==> config.mk <==
export PLATFORM = sky130hd
export DESIGN_NAME = rvu_out
export DESIGN_NICKNAME = d
export VERILOG_FILES = /design/src/rtl/rvu_pkg.sv /design/src/rtl/rvu_out.sv
export SDC_FILE = /design/constraint.sdc
export NUM_CORES = 2
export LEC_CHECK = 0
export BUFFER_PORTS_ARGS = -buffer_cell sky130_fd_sc_hd__buf_2
export CAP_MARGIN = 20
export CELL_PAD_IN_SITES_DETAIL_PLACEMENT = 0
export CELL_PAD_IN_SITES_GLOBAL_PLACEMENT = 1
export CORE_MARGIN = 4
export CORE_UTILIZATION = 30
export DETAILED_ROUTE_END_ITERATION = 10
export PLACE_DENSITY = 0.59
export SETUP_SLACK_MARGIN = 0.3
export SYNTH_ARGS = -nofsm -noshare
export SYNTH_HDL_FRONTEND = slang
export SYNTH_SLANG_ARGS = --single-unit
==> constraint.sdc <==
create_clock -name clk -period 7 [get_ports clk]
set_clock_uncertainty 0.05 [all_clocks]
set_input_delay 0.7 -clock clk [delete_from_list [all_inputs] [get_ports clk]]
set_output_delay 0.7 -clock clk [all_outputs]
set_load 0.02 [all_outputs]
==> src/rtl/rvu_pkg.sv <==
// Shared widths, types and constants of the refraction vector unit.
package rvu_pkg;

  localparam int IN_W            = 16;
  localparam int OUT_W           = 20;
  localparam int D_W             = 33;
  localparam int T42_W           = 49;
  localparam int T28_W           = 35;
  localparam int EP_W            = 52;
  localparam int PAR_W           = 29;
  localparam int SQ_W            = 59;
  localparam int RAD_W           = 42;
  localparam int ROOT_W          = 21;
  localparam int REM_W           = 24;
  localparam int R34_W           = 44;
  localparam int RND_W           = 24;
  localparam int SQRT_STEPS      = 21;
  localparam int STEPS_PER_STAGE = 3;
  localparam int SQRT_STAGES     = SQRT_STEPS / STEPS_PER_STAGE;

  localparam logic signed [SQ_W-1:0]  ONE_Q40 = SQ_W'(64'sd1 <<< 40);
  localparam logic signed [RND_W-1:0] OUT_MAX = RND_W'(524287);
  localparam logic signed [RND_W-1:0] OUT_MIN = -RND_W'(524288);

  typedef logic signed [IN_W-1:0]  coord_t;
  typedef logic [IN_W-1:0]         ratio_t;
  typedef logic signed [PAR_W-1:0] par_t;
  typedef logic signed [OUT_W-1:0] out_t;
  typedef logic [ROOT_W-1:0]       root_t;

  typedef struct packed {
    par_t   [2:0] par;
    coord_t [2:0] nrm;
    logic         tir;
  } carry_t;

endpackage

==> src/rtl/rvu_out.sv <==
// Perpendicular term, rounding, saturation and output register.
module rvu_out (
  input  logic                clk,
  input  logic                rst,
  input  logic                in_valid,
  output logic                in_stall,
  input  rvu_pkg::root_t      root,
  input  rvu_pkg::carry_t     carry,
  output logic                out_valid,
  input  logic                out_stall,
  output rvu_pkg::out_t [2:0] res,
  output logic                tir,
  output logic                sat
);

  logic signed [rvu_pkg::IN_W+rvu_pkg::ROOT_W:0] np [3];
  logic signed [rvu_pkg::R34_W-1:0]              r34 [3];
  logic signed [rvu_pkg::R34_W-1:0]              r34_rnd [3];
  logic signed [rvu_pkg::RND_W-1:0]              r [3];
  rvu_pkg::out_t [2:0]                           res_next;
  logic                                          sat_next;

  assign in_stall = out_valid && out_stall;

  always_comb begin
    sat_next = 1'b0;
    for (int k = 0; k < 3; k++) begin
      np[k]      = $signed(carry.nrm[k]) * $signed({1'b0, root});
      r34[k]     = ($signed(rvu_pkg::R34_W'($signed(carry.par[k]))) <<< 14) - np[k];
      r34_rnd[k] = (r34[k] + rvu_pkg::R34_W'(1 << 19)) >>> 20;
      r[k]       = r34_rnd[k][rvu_pkg::RND_W-1:0];
      if (r[k] > rvu_pkg::OUT_MAX) begin
        res_next[k] = rvu_pkg::OUT_MAX[rvu_pkg::OUT_W-1:0];
        sat_next    = 1'b1;
      end else if (r[k] < rvu_pkg::OUT_MIN) begin
        res_next[k] = rvu_pkg::OUT_MIN[rvu_pkg::OUT_W-1:0];
        sat_next    = 1'b1;
      end else begin
        res_next[k] = r[k][rvu_pkg::OUT_W-1:0];
      end
    end
  end

  always_ff @(posedge clk) begin
    if (rst) begin
      out_valid <= 1'b0;
    end else if (!in_stall) begin
      out_valid <= in_valid;
    end
  end

  always_ff @(posedge clk) begin
    if (!in_stall) begin
      res <= res_next;
      tir <= carry.tir;
      sat <= sat_next;
    end
  end

endmodule

After elaboration in Yosys (flattened, before gate mapping):

Index checks and enable logic that the tools add are counted.

* multiplexer cells: 4
* add/sub/neg operators: 6
* magnitude comparators: 6
* reduce and logical (&&, ||, !) cells: 2
* multipliers: 3

Operators with widths (number)
* $add A44 B21 Y44 const B: 3
* $sub A43 B38 Y44: 3
* $mul A16 B22 Y38: 3
* $gt A24 B20 Y1 const B: 3
* $lt A24 B20 Y1 const B: 3
* $mux W20: 3
* $reduce_or A5 Y1: 1
* $logic_and A1 B1 Y1: 1
* $mux W1: 1

* bits in registers: 63
* word-level logic and storage cells: 27

Depth between registers and ports, before layout:

* depth after elaboration: 5
* mapped depth: 29

Least setup slack after synthesis:

Ideal clock, no wire load.

* path kind: in2reg
* start point: in root[7]
* end point: reg res[7] in the netlist's numbering (data pin)
* cell stages on the path: 26
* required time: 6.696 ns
* arrival time: 6.783 ns
* setup slack: -0.087 ns
* cell sequence: clkbuf_1 clkbuf_1 nand2_1 fa_1 inv_1 fa_1 fa_1 inv_1 fa_1 fa_1 inv_1 fa_1 inv_1 ha_1 nand4_2 a2111oi_2 o211ai_1 a311oi_1 nor2_1 o21ai_1 a21oi_1 xnor2_1 or2_1 buf_4 buf_4 a21o_1

* cells in the longest elaborated chain, start to end: 5
* elaborated cells between the ends (all ways): 6

RTL lines
* start: declaration: line rvu_out.sv:7 `input rvu_pkg::root_t root,`
* $mul A16 B22 Y38 (*): line rvu_out.sv:28 `np[k] = $signed(carry.nrm[k]) * $signed({1'b0, root});`
* $sub A43 B38 Y44 (*): line rvu_out.sv:29 `r34[k] = ($signed(rvu_pkg::R34_W'($signed(carry.par[k]))) <<< 14) - np[k];`
* $add A44 B21 Y44 (*): line rvu_out.sv:30 `r34_rnd[k] = (r34[k] + rvu_pkg::R34_W'(1 << 19)) >>> 20;`
* $lt A24 B20 Y1: line rvu_out.sv:35 `end else if (r[k] < rvu_pkg::OUT_MIN) begin`
* $mux W20: line rvu_out.sv:35
* end signal: assignment: line rvu_out.sv:54 `res <= res_next;`
* end: declaration: line rvu_out.sv:11 `output rvu_pkg::out_t [2:0] res,`

Mark *: on every way between the ends. The rest lies on a longest branch, timed or not.
A chain may end at the register's enable or synchronous reset.

Worst setup path in the final report:

* start point: in root[12]
* end point: reg res[30] in the netlist's numbering (data pin)

Same word-level chain as after synthesis.

==> metrics.md <==
| Metric | Value |
|---|---|
| Syn nets | `about 6,500` |
| EDFF count, synth | `just over 60` |
| RSZ-0062 raised after global routing | `yes` |
| Post-Synth Simple-Gate Area | `between 15 and 20%` |
| Share of cells above drive strength 1 | `between 10% and 20%` |
| Die X | `385 um` |
| Largest family of logic cells by synthesized area | `adder cells` |
| Period utilization | `100%` |
| Hold Vio Cnt, Final | `0` |
| Sequential fraction of the synthesis area | `between 4 and 5%` |
| CTS Buf Count | `9` |
| Antenna-violating nets left | `0` |
| Die Height | `between 300 and 400 um` |
| Gp weighted congestion | `0.838` |
| Final setup viols | `4` |
| Worst-Margin Slew | `~0.74 ns` |
| Max-slew violations | `0` |
| Worst Slack Setup Final | `-0.00756 ns` |
| Tot GR Track Use | `approximately 17%` |
| # clock sinks | `63` |
| Area share of fa/ha/maj cells after synthesis | `between 50% and 60%` |
| Outcome | `complete, but fails checks` |
| Peak Freq | `~0.14 GHz` |
| XOR/XNOR Fraction of Synth Area | `between 1.5 and 2%` |
| HP Class | `in -> reg` |
| Clock Latency Late Sink | `around 0.42 ns` |
| Critical Path Source Type | `primary input` |
| Complex-gate fraction of the synthesized area | `under 10%` |
| Nets | `7,076` |
| CP Data Arrival Time | `about 7.1 ns` |
| Warnings from Yosys | `0` |
| Largest area contributor in the netlist | `fa_1` |
| Initial antenna violation count | `14` |
| Syn_area_per_cell | `slightly below 9 um2` |
| Slew Limit Headroom | `50.7%` |
| DRC Markers | `0` |
| Synth area leaders | `fa_1 43%, ha_1 15%, inv_1 12%, and2_1 7.2%, nand2_1 4.7%` |
| Worst r2r dst | `res[21]` |
| Top_reg_cell synth | `edfxtp_1` |
| Largest net degree at the start of global routing | `between 40 and 50` |
| Post-synth top area share | `a little over two fifths` |
| Placed insts | `roughly 7,300` |
| CTS max path bufs | `2` |
| Core area | `between 0.1 and 0.15 mm2` |
| RR Startpoint | `out_valid` |
| Total gr overflow | `0` |
| Final std cells w/o fill | `7,387` |
| CTS tree | `built` |
| Crit-path max FO | `8` |
| Starting Density | `between 30% and 40%` |
| # rows | `between 100 and 150` |
| Final core utilization | `a little under two fifths` |
| Kind of critical path | `in -> reg` |
| I/O pins | `about 230` |
| Reg2Reg Depth | `2` |
| Max stage delay cell, worst path | `fa_1` |
| Instance count on the critical path | `28` |
| WL per Instance | `around 17 um` |
| Max-Cap Viols | `0` |
| Global-route wire length before repair | `about 200 mm` |
| Clock slew seen by the registers of the worst setup and hold paths | `about 0.070 ns` |
| Crit path time final | `around 7.0 ns` |
| Cts hold-fix bufs | `0` |
| DRT iter0 DRCs | `~1,400` |
| Vias per Instance | `around 4.4` |
| Worst Path Buf+Inv | `10` |
| H-Tree Depth | `3` |
| Detailed Place HPWL | `108 mm` |
| Pre-antenna DRT Iters | `5` |
| Clock Tree Root | `clkbuf_16` |
| CP Capture Type | `flip-flop` |
| #FFs+latches synth | `63` |
| R2R Setup Slk | `roughly 5.3 ns` |
| CP startpoint | `root[12]` |
| Mapped Area | `0.0427 mm2` |
| Mapped Cells | `~5,000` |
| Largest delay share family, worst path | `adder cells` |
| Crit-path max cell delay | `between 0.5 and 0.6 ns` |
| Worst setup endpoint | `res[30]` |
| Die area | `approximately 0.15 mm2` |
| Proportion of synthesized area in mux cells | `0.0938%` |
| Port-buffer cells | `around 220` |
| Critical Path RT | `between 7 and 8 ns` |
| Layout Area Growth over Synthesis | `23.6%` |
| Final wirelength | `127 mm` |
| Share of flip-flops with an asynchronous set or reset | `0%` |
| Failing checks | `setup timing` |
| Number of global-route vias before repair | `35,600` |
| Synth cell types | `80` |
| Vias | `around 33,000` |
-- routing by layer --
| layer | up-vias | part of all wire [%] | GRT usage, % |
|---|---|---|---|
| met5 | - | 0.10 | 0 |
| met4 | 10 | 1.3 | 2.96 |
| met3 | 74 | 4.8 | 2.46 |
| met2 | 482 | 48 | 29.2 |
| met1 | 16400 | 46 | 23.5 |
| li1 | 15500 | - | - |
-- flip-flops by register name, summed over array words and instances, names as in the netlist --
signal / cells
res: 60
out_valid: 1
sat: 1
tir: 1
-- worst reg2reg max path: stages, from the launching register on --
cell,delay [ns]
dfxtp_1,0.34
nand2_4,0.28
buf_4,0.58
-- cell families (layout without fill, tap and decap cells) --
logic type,Yosys count,count (layout)
buffers and inverters,1634,2249
adder cells (fa/ha/maj),1431,1431
AND/OR/NAND/NOR,1274,1274
AO/OA/AOI/OAI,391,391
XOR/XNOR,77,77
flip-flops,63,63
multiplexers,4,4
other,0,8
-- through the flow --
| stage | setup TNS [ns] | instance area [um2] | hold slack (ns) | setup WS, ns |
|---|---|---|---|---|
| finish | -0.0164 | 52700 | 0.379 | -0.00756 |
| global route | -6.58 | 52700 | 0.374 | -0.185 |
| CTS | 0 | 51200 | 0.322 | 0.0887 |
| detailed placement | -33.37 | 50300 | 0.811 | -0.845 |
| global placement | -32.50 | 50300 | 0.792 | -0.839 |
| floorplan | 0 | 43400 | 0.722 | 0.300 |
-- final cells by class --
type                       count  area (um2)
antenna                        8        20.0
clock buffer                   9         225
clock inverter                 7        72.6
fill                       14500       88700
inverter                    1401        5260
multi-input combinational   3177       35900
sequential                    63        1880
tap                         1890        2360
timing repair buffer         832        7030
-- placed cells by master (no fill, tap or decap), drive strengths merged, types with 9 or more instances in the layout --
cell / Yosys / routed
o21a: 11 / 11
o21bai: 16 / 16
o21ai: 82 / 82
nand3: 20 / 20
xnor2: 45 / 45
nor2b: 64 / 64
ha: 522 / 522
and3: 15 / 15
a21oi: 101 / 101
o211ai: 16 / 16
a211oi: 11 / 11
edfxtp: 62 / 62
nand2: 541 / 541
nand2b: 9 / 9
nand4: 27 / 27
fa: 909 / 909
nor2: 66 / 66
xor2: 32 / 32
and2: 493 / 493
nor3: 12 / 12
buf: 17 / 814
a31oi: 11 / 11
clkbuf: 216 / 27
inv: 1401 / 1402
a21o: 81 / 81
-- worst min-delay path by stage --
stage                     startpoint  slack [ns]   endpoint  depth (start not counted)
after detailed placement   out_valid        0.81    res[17]                          1
after CTS                        rst        0.32  out_valid                          2
after floorplan                  rst        0.72  out_valid                          1
final                            rst        0.38  out_valid                          2
after global placement     out_valid        0.79    res[17]                          1
after global routing             rst        0.37  out_valid                          2
-- Yosys cell counts (32+ instances only) --
master	number
inv_1	1401
fa_1	909
nand2_1	540
ha_1	522
and2_1	493
clkbuf_1	214
a21oi_1	99
a21o_1	81
o21ai_0	66
nor2_1	65
nor2b_1	64
edfxtp_1	62
xnor2_1	43
xor2_1	32
-- what timing repair did --
action                     4_1_cts  5_1_grt
buffers inserted                21       27
resized for setup              115      218
cloned                           2       16
pin swaps                       66      115
setup endpoints to repair       59       61
hold endpoints to repair         0        0
Power is not shown: default switching activity piles up to over one toggle a cycle in this logic, so the estimate is an artifact.
